File: src/rtl/mcp_pkg.sv
package mcp_pkg;

  localparam int COORD_BITS_DEF = 12;
  localparam int PIX_BITS = 14;
  localparam int QUEUE_DEPTH = 2;

  typedef enum logic {
    CMD_START   = 1'b0,
    CMD_ADVANCE = 1'b1
  } cmd_code_t;

  typedef enum logic [2:0] {
    ST_IDLE,
    ST_SQUARE,
    ST_LAUNCH,
    ST_ROOT,
    ST_EMIT
  } back_state_t;

endpackage

File: src/rtl/mcp_if.sv
interface mcp_cmd_if #(parameter int COORD_BITS = 12);
  logic valid;
  logic ready;
  logic cmd;
  logic signed [COORD_BITS-1:0] center_x;
  logic signed [COORD_BITS-1:0] center_y;
  logic signed [COORD_BITS-1:0] edge_x;
  logic signed [COORD_BITS-1:0] edge_y;

  modport source (output valid, cmd, center_x, center_y, edge_x, edge_y, input ready);
  modport sink (input valid, cmd, center_x, center_y, edge_x, edge_y, output ready);
endinterface

interface mcp_pix_if;
  logic valid;
  logic ready;
  logic signed [13:0] pixel_x;
  logic signed [13:0] pixel_y;
  logic last_of_step;
  logic circle_done;

  modport source (output valid, pixel_x, pixel_y, last_of_step, circle_done, input ready);
  modport sink (input valid, pixel_x, pixel_y, last_of_step, circle_done, output ready);
endinterface

File: src/rtl/mcp_front.sv
module mcp_front import mcp_pkg::*; #(
  parameter int COORD_BITS = COORD_BITS_DEF
) (
  mcp_cmd_if.sink cmds,
  input  logic full,
  output logic push,
  output logic is_start,
  output logic signed [COORD_BITS-1:0] ctr_x,
  output logic signed [COORD_BITS-1:0] ctr_y,
  output logic signed [COORD_BITS:0] dx,
  output logic signed [COORD_BITS:0] dy
);

  assign cmds.ready = !full;
  assign push = cmds.valid && !full;
  assign is_start = (cmds.cmd == CMD_START);
  assign ctr_x = cmds.center_x;
  assign ctr_y = cmds.center_y;

  // one extra bit so the difference never wraps
  assign dx = (COORD_BITS + 1)'(cmds.edge_x) - (COORD_BITS + 1)'(cmds.center_x);
  assign dy = (COORD_BITS + 1)'(cmds.edge_y) - (COORD_BITS + 1)'(cmds.center_y);

endmodule

File: src/rtl/mcp_fifo.sv
module mcp_fifo import mcp_pkg::*; #(
  parameter int WIDTH = 8,
  parameter int DEPTH = QUEUE_DEPTH
) (
  input  logic clk,
  input  logic rst,
  input  logic push,
  input  logic [WIDTH-1:0] wdata,
  output logic full,
  input  logic pop,
  output logic not_empty,
  output logic [WIDTH-1:0] rdata
);

  localparam int PW = (DEPTH > 1) ? $clog2(DEPTH) : 1;
  localparam int CW = $clog2(DEPTH + 1);

  logic [WIDTH-1:0] mem [DEPTH];
  logic [PW-1:0] wr_ptr;
  logic [PW-1:0] rd_ptr;
  logic [CW-1:0] count;

  assign full = (count == CW'(DEPTH));
  assign not_empty = (count != '0);
  assign rdata = mem[rd_ptr];

  always_ff @(posedge clk) begin
    if (rst) begin
      wr_ptr <= '0;
      rd_ptr <= '0;
      count <= '0;
    end else begin
      if (push) begin
        wr_ptr <= (wr_ptr == PW'(DEPTH - 1)) ? '0 : wr_ptr + 1'b1;
      end
      if (pop) begin
        rd_ptr <= (rd_ptr == PW'(DEPTH - 1)) ? '0 : rd_ptr + 1'b1;
      end
      if (push && !pop) begin
        count <= count + 1'b1;
      end else if (pop && !push) begin
        count <= count - 1'b1;
      end
    end
  end

  always_ff @(posedge clk) begin
    if (push) begin
      mem[wr_ptr] <= wdata;
    end
  end

endmodule

File: src/rtl/mcp_sqrt.sv
module mcp_sqrt import mcp_pkg::*; #(
  parameter int COORD_BITS = COORD_BITS_DEF
) (
  input  logic clk,
  input  logic rst,
  input  logic start,
  input  logic [2*COORD_BITS+1:0] radicand,
  output logic done,
  output logic [COORD_BITS:0] root
);

  localparam int RAD_BITS = 2 * COORD_BITS + 2;
  localparam int ROOT_BITS = COORD_BITS + 1;
  localparam int CNT_BITS = $clog2(ROOT_BITS + 1);

  logic busy;
  logic [CNT_BITS-1:0] cnt;
  logic [RAD_BITS-1:0] rem;
  logic [RAD_BITS-1:0] res;
  logic [RAD_BITS-1:0] one;
  logic [RAD_BITS-1:0] trial;

  assign trial = res + one;
  assign root = res[ROOT_BITS-1:0];

  // one result bit per cycle, restoring method
  always_ff @(posedge clk) begin
    if (rst) begin
      busy <= 1'b0;
      done <= 1'b0;
      cnt <= '0;
    end else begin
      done <= 1'b0;
      if (start) begin
        busy <= 1'b1;
        cnt <= CNT_BITS'(ROOT_BITS);
        rem <= radicand;
        res <= '0;
        one <= RAD_BITS'(1) << (RAD_BITS - 2);
      end else if (busy) begin
        if (rem >= trial) begin
          rem <= rem - trial;
          res <= (res >> 1) + one;
        end else begin
          res <= res >> 1;
        end
        one <= one >> 2;
        cnt <= cnt - 1'b1;
        if (cnt == CNT_BITS'(1)) begin
          busy <= 1'b0;
          done <= 1'b1;
        end
      end
    end
  end

endmodule

File: src/rtl/mcp_back.sv
module mcp_back import mcp_pkg::*; #(
  parameter int COORD_BITS = COORD_BITS_DEF
) (
  input  logic clk,
  input  logic rst,
  input  logic q_valid,
  output logic q_pop,
  input  logic q_start,
  input  logic signed [COORD_BITS-1:0] q_ctr_x,
  input  logic signed [COORD_BITS-1:0] q_ctr_y,
  input  logic signed [COORD_BITS:0] q_dx,
  input  logic signed [COORD_BITS:0] q_dy,
  mcp_pix_if.source pixels
);

  localparam int RAD_BITS = 2 * COORD_BITS + 2;
  localparam int ROOT_BITS = COORD_BITS + 1;
  localparam int DEC_BITS = COORD_BITS + 4;
  localparam int WIDE = (COORD_BITS + 3 > PIX_BITS) ? COORD_BITS + 3 : PIX_BITS;
  localparam logic signed [DEC_BITS-1:0] DEC_ONE = DEC_BITS'(1);
  localparam logic signed [DEC_BITS-1:0] DEC_THREE = DEC_BITS'(3);
  localparam logic signed [DEC_BITS-1:0] DEC_FIVE = DEC_BITS'(5);

  back_state_t state, state_next;

  logic active;
  logic signed [COORD_BITS-1:0] cx;
  logic signed [COORD_BITS-1:0] cy;
  logic signed [COORD_BITS:0] dx_r;
  logic signed [COORD_BITS:0] dy_r;
  logic [RAD_BITS-1:0] dx_sq;
  logic [RAD_BITS-1:0] dy_sq;
  logic signed [RAD_BITS-1:0] dx_prod;
  logic signed [RAD_BITS-1:0] dy_prod;
  logic [ROOT_BITS-1:0] step_x;
  logic [ROOT_BITS-1:0] step_y;
  logic signed [DEC_BITS-1:0] decision;
  logic [2:0] k;

  logic sqrt_start;
  logic sqrt_done;
  logic [ROOT_BITS-1:0] sqrt_root;
  logic load;
  logic done_now;

  logic signed [DEC_BITS-1:0] x_ext;
  logic signed [DEC_BITS-1:0] y_ext;
  logic signed [DEC_BITS-1:0] root_ext;
  logic signed [WIDE-1:0] cx_w, cy_w, x_w, y_w;
  logic signed [WIDE-1:0] px, py;

  mcp_sqrt #(.COORD_BITS(COORD_BITS)) u_sqrt (
    .clk      (clk),
    .rst      (rst),
    .start    (sqrt_start),
    .radicand (dx_sq + dy_sq),
    .done     (sqrt_done),
    .root     (sqrt_root)
  );

  assign dx_prod = RAD_BITS'(dx_r) * RAD_BITS'(dx_r);
  assign dy_prod = RAD_BITS'(dy_r) * RAD_BITS'(dy_r);
  assign x_ext = DEC_BITS'(step_x);
  assign y_ext = DEC_BITS'(step_y);
  assign root_ext = DEC_BITS'(sqrt_root);
  assign done_now = (step_x >= step_y);
  assign load = (state == ST_EMIT) && (!pixels.valid || pixels.ready);

  assign cx_w = WIDE'(cx);
  assign cy_w = WIDE'(cy);
  assign x_w = WIDE'(step_x);
  assign y_w = WIDE'(step_y);

  // eight octant points in a fixed order
  always_comb begin
    unique case (k)
      3'd0: begin px = cx_w + x_w; py = cy_w + y_w; end
      3'd1: begin px = cx_w + y_w; py = cy_w + x_w; end
      3'd2: begin px = cx_w + y_w; py = cy_w - x_w; end
      3'd3: begin px = cx_w + x_w; py = cy_w - y_w; end
      3'd4: begin px = cx_w - x_w; py = cy_w - y_w; end
      3'd5: begin px = cx_w - y_w; py = cy_w - x_w; end
      3'd6: begin px = cx_w - y_w; py = cy_w + x_w; end
      default: begin px = cx_w - x_w; py = cy_w + y_w; end
    endcase
  end

  always_comb begin
    state_next = state;
    q_pop = 1'b0;
    sqrt_start = 1'b0;
    unique case (state)
      ST_IDLE: begin
        if (q_valid) begin
          q_pop = 1'b1;
          if (q_start) begin
            state_next = ST_SQUARE;
          end else if (active) begin
            state_next = ST_EMIT;
          end
        end
      end
      ST_SQUARE: state_next = ST_LAUNCH;
      ST_LAUNCH: begin
        sqrt_start = 1'b1;
        state_next = ST_ROOT;
      end
      ST_ROOT: begin
        if (sqrt_done) begin
          state_next = ST_EMIT;
        end
      end
      ST_EMIT: begin
        if (load && k == 3'd7) begin
          state_next = ST_IDLE;
        end
      end
      default: state_next = ST_IDLE;
    endcase
  end

  always_ff @(posedge clk) begin
    if (rst) begin
      state <= ST_IDLE;
    end else begin
      state <= state_next;
    end
  end

  always_ff @(posedge clk) begin
    if (rst) begin
      active <= 1'b0;
      k <= '0;
      pixels.valid <= 1'b0;
      cx <= '0;
      cy <= '0;
      step_x <= '0;
      step_y <= '0;
      decision <= '0;
    end else begin
      if (load) begin
        pixels.valid <= 1'b1;
      end else if (pixels.ready) begin
        pixels.valid <= 1'b0;
      end

      unique case (state)
        ST_IDLE: begin
          if (q_valid) begin
            if (q_start) begin
              cx <= q_ctr_x;
              cy <= q_ctr_y;
              dx_r <= q_dx;
              dy_r <= q_dy;
            end else if (active) begin
              if (decision[DEC_BITS-1]) begin
                decision <= decision + (x_ext <<< 1) + DEC_THREE;
              end else begin
                decision <= decision + ((x_ext - y_ext) <<< 1) + DEC_FIVE;
                step_y <= step_y - 1'b1;
              end
              step_x <= step_x + 1'b1;
            end
          end
          k <= '0;
        end
        ST_SQUARE: begin
          dx_sq <= $unsigned(dx_prod);
          dy_sq <= $unsigned(dy_prod);
        end
        ST_LAUNCH: ;
        ST_ROOT: begin
          if (sqrt_done) begin
            step_x <= '0;
            step_y <= sqrt_root;
            decision <= DEC_ONE - root_ext;
          end
        end
        ST_EMIT: begin
          if (load) begin
            k <= k + 1'b1;
            if (k == 3'd7) begin
              active <= !done_now;
            end
          end
        end
        default: ;
      endcase
    end
  end

  always_ff @(posedge clk) begin
    if (load) begin
      pixels.pixel_x <= px[PIX_BITS-1:0];
      pixels.pixel_y <= py[PIX_BITS-1:0];
      pixels.last_of_step <= (k == 3'd7);
      pixels.circle_done <= done_now;
    end
  end

endmodule

File: src/rtl/midpoint_circle_pixels.sv
// midpoint circle rasteriser with eight-way symmetry
// cmds channel: cmd start (centre plus a point on the circle) or advance
// pixels channel: eight pixels per emitting transaction, last_of_step on the
//   eighth, circle_done on all eight of the step that reaches x >= y
// a two-entry queue sits between the command front and the drawing back end,
// so commands are taken while pixels are still being drawn
// a start runs the squaring and then the bit-serial square root (one root bit
//   per cycle, COORD_BITS + 1 bits) before its first pixel, then emits eight
//   pixels at one per cycle while the receiver is ready
// an advance pops and updates the decision term, then sends its eight pixels
//   through the output register
// an advance with no circle in progress is dropped without output
// reset clears the queue, the output valid flag and the circle state
// when the receiver stalls the output register holds its pixel, the back end
//   waits, and once the queue fills cmds.ready drops
module midpoint_circle_pixels import mcp_pkg::*; #(
  parameter int COORD_BITS = COORD_BITS_DEF
) (
  input logic clk,
  input logic rst,
  mcp_cmd_if.sink cmds,
  mcp_pix_if.source pixels
);

  localparam int QW = 1 + 2 * COORD_BITS + 2 * (COORD_BITS + 1);

  logic full;
  logic push;
  logic is_start;
  logic signed [COORD_BITS-1:0] ctr_x, ctr_y;
  logic signed [COORD_BITS:0] dx, dy;

  logic q_valid;
  logic q_pop;
  logic [QW-1:0] q_data;
  logic q_start;
  logic signed [COORD_BITS-1:0] q_ctr_x, q_ctr_y;
  logic signed [COORD_BITS:0] q_dx, q_dy;

  mcp_front #(.COORD_BITS(COORD_BITS)) u_front (
    .cmds     (cmds),
    .full     (full),
    .push     (push),
    .is_start (is_start),
    .ctr_x    (ctr_x),
    .ctr_y    (ctr_y),
    .dx       (dx),
    .dy       (dy)
  );

  mcp_fifo #(.WIDTH(QW), .DEPTH(QUEUE_DEPTH)) u_fifo (
    .clk       (clk),
    .rst       (rst),
    .push      (push),
    .wdata     ({is_start, ctr_x, ctr_y, dx, dy}),
    .full      (full),
    .pop       (q_pop),
    .not_empty (q_valid),
    .rdata     (q_data)
  );

  assign {q_start, q_ctr_x, q_ctr_y, q_dx, q_dy} = q_data;

  mcp_back #(.COORD_BITS(COORD_BITS)) u_back (
    .clk     (clk),
    .rst     (rst),
    .q_valid (q_valid),
    .q_pop   (q_pop),
    .q_start (q_start),
    .q_ctr_x (q_ctr_x),
    .q_ctr_y (q_ctr_y),
    .q_dx    (q_dx),
    .q_dy    (q_dy),
    .pixels  (pixels)
  );

endmodule
File: src/flat_wrapper.sv
// flat-port wrapper written by rule: the top's interface ports become plain ports
module midpoint_circle_pixels_flat import mcp_pkg::*;
#(
  parameter int COORD_BITS = COORD_BITS_DEF
)
  (clk, rst, cmds_valid, cmds_cmd, cmds_center_x, cmds_center_y, cmds_edge_x, cmds_edge_y, cmds_ready, pixels_valid, pixels_pixel_x, pixels_pixel_y, pixels_last_of_step, pixels_circle_done, pixels_ready);
  mcp_cmd_if #(.COORD_BITS(COORD_BITS)) cmds_i ();
  mcp_pix_if pixels_i ();
  input logic clk;
  input logic rst;
  input wire logic [$bits(cmds_i.valid)-1:0] cmds_valid;
  input wire logic [$bits(cmds_i.cmd)-1:0] cmds_cmd;
  input wire logic [$bits(cmds_i.center_x)-1:0] cmds_center_x;
  input wire logic [$bits(cmds_i.center_y)-1:0] cmds_center_y;
  input wire logic [$bits(cmds_i.edge_x)-1:0] cmds_edge_x;
  input wire logic [$bits(cmds_i.edge_y)-1:0] cmds_edge_y;
  output wire logic [$bits(cmds_i.ready)-1:0] cmds_ready;
  output wire logic [$bits(pixels_i.valid)-1:0] pixels_valid;
  output wire logic [$bits(pixels_i.pixel_x)-1:0] pixels_pixel_x;
  output wire logic [$bits(pixels_i.pixel_y)-1:0] pixels_pixel_y;
  output wire logic [$bits(pixels_i.last_of_step)-1:0] pixels_last_of_step;
  output wire logic [$bits(pixels_i.circle_done)-1:0] pixels_circle_done;
  input wire logic [$bits(pixels_i.ready)-1:0] pixels_ready;
  assign cmds_i.valid = cmds_valid;
  assign cmds_i.cmd = cmds_cmd;
  assign cmds_i.center_x = cmds_center_x;
  assign cmds_i.center_y = cmds_center_y;
  assign cmds_i.edge_x = cmds_edge_x;
  assign cmds_i.edge_y = cmds_edge_y;
  assign cmds_ready = cmds_i.ready;
  assign pixels_valid = pixels_i.valid;
  assign pixels_pixel_x = pixels_i.pixel_x;
  assign pixels_pixel_y = pixels_i.pixel_y;
  assign pixels_last_of_step = pixels_i.last_of_step;
  assign pixels_circle_done = pixels_i.circle_done;
  assign pixels_i.ready = pixels_ready;
  midpoint_circle_pixels #(.COORD_BITS(COORD_BITS)) u_core (.clk(clk), .rst(rst), .cmds(cmds_i), .pixels(pixels_i));
endmodule
File: config.mk
export PLATFORM = sky130hd
export DESIGN_NAME = midpoint_circle_pixels_flat
export DESIGN_NICKNAME = d
export VERILOG_FILES = /design/src/rtl/mcp_pkg.sv /design/src/rtl/mcp_if.sv /design/src/rtl/mcp_front.sv /design/src/rtl/mcp_fifo.sv /design/src/rtl/mcp_sqrt.sv /design/src/rtl/mcp_back.sv /design/src/rtl/midpoint_circle_pixels.sv /design/src/flat_wrapper.sv
export SDC_FILE = /design/constraint.sdc
export NUM_CORES = 2
export LEC_CHECK = 0
export ABC_AREA = 0
export ABC_CLOCK_PERIOD_IN_PS = 6400
export BUFFER_PORTS_ARGS = -buffer_cell sky130_fd_sc_hd__buf_2
export CAP_MARGIN = 10
export CELL_PAD_IN_SITES_DETAIL_PLACEMENT = 0
export CELL_PAD_IN_SITES_GLOBAL_PLACEMENT = 1
export CORE_MARGIN = 2
export CORE_UTILIZATION = 43
export CTS_CLUSTER_DIAMETER = 200
export DETAILED_ROUTE_END_ITERATION = 6
export GPL_ROUTABILITY_DRIVEN = 1
export PLACE_DENSITY = 0.85
export SKIP_LAST_GASP = 1
export SLEW_MARGIN = 20
export SYNTH_ARGS = -nofsm -noshare
export SYNTH_HDL_FRONTEND = slang
export SYNTH_HIERARCHICAL = 1
export SYNTH_SLANG_ARGS = --single-unit
File: constraint.sdc
create_clock -name clk -period 6.4 [get_ports clk]
set_clock_uncertainty 0.2 [all_clocks]
set_input_delay 0 -clock clk [delete_from_list [all_inputs] [get_ports clk]]
set_output_delay 0 -clock clk [all_outputs]
set_load 0.05 [all_outputs]
* After elaboration in Yosys (flattened, before gate mapping)
Memories as Yosys holds them, arrays and structs flattened. A register that Yosys moved wholly into a read port is not among the register bits.
Index checks and enable logic that the tools add are counted.
** Cells by class
- Magnitude comparators :: 2
- $mul :: 2
- Bitwise operators :: 3
- Add/sub/neg operators :: 28
- Reductions and logical operators :: 38
- Eq/ne operators :: 21
- Muxes and demuxes :: 52
** Operators with widths (number)
- $mux W26 :: 5
- $mux W13 :: 9
- $pmux W14 S3 :: 2
- $mux W16 :: 5
- $add A12 B14 Y14 :: 4
- $sub A12 B14 Y14 :: 4
- $mul A13 B13 Y26 :: 2
- $pmux W13 S2 :: 2
- $add A16 B15 Y16 :: 2
- $pmux W16 S2 :: 1
- $add A25 B25 Y26 :: 1
- $add A26 B25 Y26 :: 1
- $add A26 B26 Y26 :: 1
- $ge A26 B26 Y1 :: 1
- $sub A12 B12 Y13 :: 2
- $sub A26 B26 Y26 :: 1
- $mux W25 :: 1
- $mux W3 :: 6
- $add A16 B3 Y16 const B :: 1
- $add A16 B4 Y16 const B :: 1
- $eq A3 B3 Y1 const B :: 5
- $mux W1 :: 15
- $pmux W3 S5 :: 1
- $reduce_bool A2 Y1 :: 7
- 32 further kinds :: 66
** Word-level totals
- Memories :: 1
- Input port bits :: 53
- Bits in writable memories :: 102
- Register bits after elaboration :: 257
- Output and inout port bits :: 32
** Memory list
- u_core.u_fifo.mem :: depth 2, width 51, read ports 1, clocked after Yosys merged registers in 1, wr ports 1, line mcp_fifo.sv:18 : logic [WIDTH-1:0] mem [DEPTH];

* Logic depth before layout (Yosys ltp)
- Depth in word-level cells :: 8
- Mapped depth :: 23
- Gate-level depth less buffers :: 22

* By module
Netlist, hierarchy kept.
** By module, submodules not included
- mcp_back :: cells each 2560, sequential area each 4664.5 um^2, area each 23616.4 um^2, instances 1
- mcp_sqrt :: cells each 690, sequential area each 2072.0 um^2, area each 6185.9 um^2, instances 1
- mcp_fifo :: cells each 181, sequential area each 3163.0 um^2, area each 3877.5 um^2, instances 1
- mcp_front :: cells each 207, sequential area each 0.0 um^2, area each 1475.2 um^2, instances 1

* Worst setup path after synthesis
OpenSTA, ideal clock, no wires.
- Kind :: register to register
- From :: register u_core.u_back.state[2]
- To :: register u_core.u_back.dx_sq[0], enable pin
- Buffers on the path :: 1
- Library setup time :: 0.582 ns
- Cell stages (with the launch flop) :: 3
- Data arrival time :: 5.384 ns
- Setup slack :: 0.234 ns
- Cell sequence :: dfxtp_1 > clkbuf_1 > nor4_1
** Between the ends
- Cells in the longest elaborated chain, start to end :: 2
** RTL lines
- from (decl) :: line mcp_back.sv:24 : back_state_t state, state_next;
- from (signal assigned) :: line mcp_back.sv:126 : state <= state_next;
- $eq A3 B1 Y1 :: line mcp_back.sv:147 : unique case (state)
- $reduce_and A2 Y1 (no line)
- to (signal assigned) :: line mcp_back.sv:168 : dx_sq <= $unsigned(dx_prod);
- to (decl) :: line mcp_back.sv:31 : logic [RAD_BITS-1:0] dx_sq;
No other way between the ends.
A chain may end at the register's enable or synchronous reset.

* Final worst setup path
- From :: register u_core.u_back.dy_r[1]
- To :: register u_core.u_back.dy_sq[24] (data pin)
** Between the ends
- Cells in the longest elaborated chain, start to end :: 1
** RTL lines
- from (decl) :: line mcp_back.sv:30 : logic signed [COORD_BITS:0] dy_r;
- from (signal assigned) :: line mcp_back.sv:154 : dy_r <= q_dy;
- $mul A13 B13 Y26 :: line mcp_back.sv:62 : assign dy_prod = RAD_BITS'(dy_r) * RAD_BITS'(dy_r);
- named net u_core.u_back.dy_prod[24] :: line mcp_back.sv:34 : logic signed [RAD_BITS-1:0] dy_prod;
- to (signal assigned) :: line mcp_back.sv:169 : dy_sq <= $unsigned(dy_prod);
- to (decl) :: line mcp_back.sv:32 : logic [RAD_BITS-1:0] dy_sq;
The timed path passes the listed nets, and every way through them passes these cells.

==> metrics.md <==
| Metric | Value |
|---|---|
| Seq. cell area | 0.00990 mm² |
| Sequential fraction of the synthesis area | 28.2% |
| Worst-case reg-to-reg path depth | 20 |
| RePlAce Congestion | 0.856 |
| Max Cap Viol | 0 |
| HP Start | cmds_center_x[11] |
| Max H-tree Level | 2 |
| Number of synthesized register bits | 358 |
| Syn Std Cell Area | 0.0352 mm² |
| TritonCTS clock tree | yes |
| CTS buffer count | 42 |
| DR WL/cell | 17.1 µm |
| Antenna violations before repair | 0 |
| Drt initial violations | 1665 |
| Root Buffer Master | clkbuf_16 |
| Final setup viols | 0 |
| Die area | 0.0841 mm² |
| Routed Wire Length | 83.2 mm |
| # nets final | 4459 |
| Post-route clock period utilization | 94.7% |
| CP arrival | 6170 ps |
| Fmax | 0.165 GHz |
| Reg2reg setup slack | 340 ps |
| Number of synthesized flops with an enable pin | 273 |
| Die height | 290 µm |
| Ports | 85 |
| Most frequent cells in the layout | inv_1 (460), ha_1 (356), nand2_1 (343), fa_1 (292), edfxtp_1 (273) |
| Primary FF master, synth | edfxtp_1 |
| RSZ-0062 raised after global routing | yes |
| Worst-Skew Late Latency | 580 ps |
| Worst hold stages | 2 |
| CTS clock-pin slew for the worst setup and hold paths | 60 ps |
| Syn Nets | 4339 |
| First-pass GRT wire length | 136 mm |
| Critical path class | flop to flop |
| Synth async-reset ratio | 0% |
| HPWL Detailed | 63.0 mm |
| Port bufs | 84 |
| Synthesis-to-layout area growth | 10.5% |
| Vias in the first global route | 25908 |
| Vias after detailed routing | 26332 |
| Clock Tree Buf Depth | 3 |
| Hold Fails Final Rpt | 0 |
| Post-Synthesis Cells | 3638 |
| Worst setup EP type | flop |
| Slew Limit Fails | 0 |
| Critical path required time | 6510 ps |
| Worst Tran Pin Value | 879 ps |
| Rows | 104 |
| Largest net degree at the start of global routing | 63 |
| Placeable Area | 0.0807 mm² |
| Worst min-delay path category | input pin to flop |
| Diode count | 0 |
| Starting Density | 43.6% |
| Area of the multi-input gates | 0.0228 mm² |
| Reg-to-Reg Start | u_core/u_back/dy_r[1] |
| Worst Hold End | u_core/u_fifo/mem[0][49] |
| Slew headroom | 39.7% |
| # fillers | 7405 |
| Tot GR Track Use | 19.6% |
| DRC violations left | 0 |
| CP max FO | 16 |
| Syn avg cell area | 9.66 µm² |
| # clock sinks | 358 |
| Netlist cell types | 111 |
| Status | completed |
| Min Hold Slack | 37.5 ps |
| Commonest non-fill, non-tap cell in the layout | inv_1 |
| Tmin final | 6060 ps |
| Die W | 290 µm |
| Vias per cell | 5.43 |
| Final antenna-violating net count | 0 |
| DRT Pass-1 Iters | 5 |
| Synth warnings | 6 |
| GRT Residual Overflow | 0 |
| Crit start category | flop |
| Share of cells above drive strength 1 | 9.42% |
| RR Endpoint | u_core/u_back/dy_sq[24] |
==> worst max-delay path by stage <==
stage,startpoint,end,cells after the start
CTS,u_core/u_back/dy_r[4],u_core/u_back/dy_sq[22],19
global route,u_core/u_back/dy_r[1],u_core/u_back/dy_sq[24],20
global placement,u_core/u_back/dy_r[4],u_core/u_back/dy_sq[22],19
finish,u_core/u_back/dy_r[1],u_core/u_back/dy_sq[24],20
detailed placement,u_core/u_back/dy_r[4],u_core/u_back/dy_sq[22],19
floorplan,u_core/u_back/state[2],u_core/u_back/dx_sq[0],2
==> per-stage QoR <==
stage / TNS, ps / setup WS, ps / cell area, µm² / cells / util (%)
6_report: 0 / 340 / 38800 / 4851 / 48.1
3_3_place_gp: 0 / 292 / 36500 / 4675 / 45.2
4_1_cts: 0 / 157 / 38600 / 4827 / 47.9
2_1_floorplan: 0 / 234 / 35200 / 3638 / -
3_5_place_dp: 0 / 215 / 36500 / 4675 / 45.2
5_1_grt: -39.4 / -32.0 / 38800 / 4851 / 48.1
==> cell families after synthesis <==
| group | Yosys count | share of synthesized area [%] |
|---|---|---|
| AO/OA/AOI/OAI | 725 | 13.6 |
| XOR/XNOR | 238 | 5.93 |
| adder cells (fa/ha/maj) | 648 | 29.3 |
| buffers and inverters | 617 | 7.25 |
| flip-flops | 358 | 28.2 |
| multiplexers | 71 | 2.23 |
| AND/OR/NAND/NOR | 981 | 13.5 |
==> critical path, cell delays in order, from the launching register on <==
cell and delay, ps:
edfxtp_1 350, buf_4 230, nand2_1 110, fa_1 530, inv_1 70, fa_1 500, inv_1 50, fa_1 490
inv_1 40, ha_1 300, fa_1 500, ha_1 310, ha_1 360, o21a_1 260, a2111oi_4 390, o31ai_1 190
o221ai_2 260, o21ai_1 140, or2_1 230, o21ai_0 170, a21oi_1 90
==> synth_stat cells (6+ instances only) <==
cell type  number  area (µm²)
o2111ai_1       6        52.6
o22ai_1         8        50.1
ha_1          356        4450
and2_1         70         438
xor2_1         89         780
clkbuf_1       84         315
nor4_1         11        68.8
a22oi_1        21         158
o21bai_1       14         105
o211ai_1       17         128
o21ai_0       145         726
buf_4          45         338
a222oi_1        8        80.1
fa_1          292        5850
nor2b_1        65         407
xnor2_1       149        1310
nand2_1       343        1290
a211oi_1       41         308
nand3b_1       12        90.1
nand4_1        17         106
or4_1           6        45.0
nand3_1        48         240
o21a_1         24         180
a311oi_1       11        96.3
mux2i_1        15         150
o21ai_1         8        40.0
or3_1          25         156
edfxtp_1      273        8200
a21oi_1       195         976
inv_1         460        1730
dfxtp_1        85        1700
nor2_1        219         822
buf_2          20         100
nand2b_1       19         119
nor3_1         73         365
a21o_1         55         413
a211o_1         6        52.6
and3_1         21         131
or2_2          14        87.6
a31oi_1        48         300
mux2_2         55         619
a31o_2         10        87.6
o31ai_1        18         135
==> layer usage <==
layer | up-vias | track usage, % | routed length (µm)
met3 | 124 | 2.29 | 4090
met1 | 12730 | 27.4 | 38000
met5 | - | 0 | 0
li1 | 12789 | - | -
met4 | 0 | 5.03 | 1970
met2 | 689 | 32.3 | 39100
==> area by class of cell <==
cell class	count	share of cell area [%]
well taps	1060	3.42
flip-flops and latches	358	25.5
clock inverters	28	0.757
inverters	460	4.45
multi-input cells	2663	58.6
repair buffers	233	4.45
clock buffers	49	2.83
==> timing repair <==
item,CTS,global route
hold buffers,75,0
setup endpoints to repair,0,7
endpoints found under the hold margin,119,0
setup buffers,0,24
gates resized for setup,0,2
==> flip-flops by register name, summed over array words and instances (netlist names), 2 cells and up, named ones only <==
signal                        flops
u_core/u_back/dy_sq              25
u_core/u_back/u_sqrt/rem         26
u_core/u_back/dx_sq              25
u_core/u_back/state               3
u_core/u_back/step_y             13
u_core/u_back/u_sqrt/cnt          4
u_core/u_back/decision           16
u_core/u_back/dx_r               13
u_core/u_back/pixels.pixel_x     14
u_core/u_fifo/count               2
u_core/u_back/k                   3
u_core/u_back/dy_r               13
u_core/u_back/step_x             13
u_core/u_back/pixels.pixel_y     14
u_core/u_back/u_sqrt/one         13
u_core/u_fifo/mem               102
u_core/u_back/u_sqrt/res         26
u_core/u_back/cy                 12
u_core/u_back/cx                 12
Power is left out: the tool's default activity adds up to more than one toggle a clock period on the data nets, which glitch-free logic cannot reach.
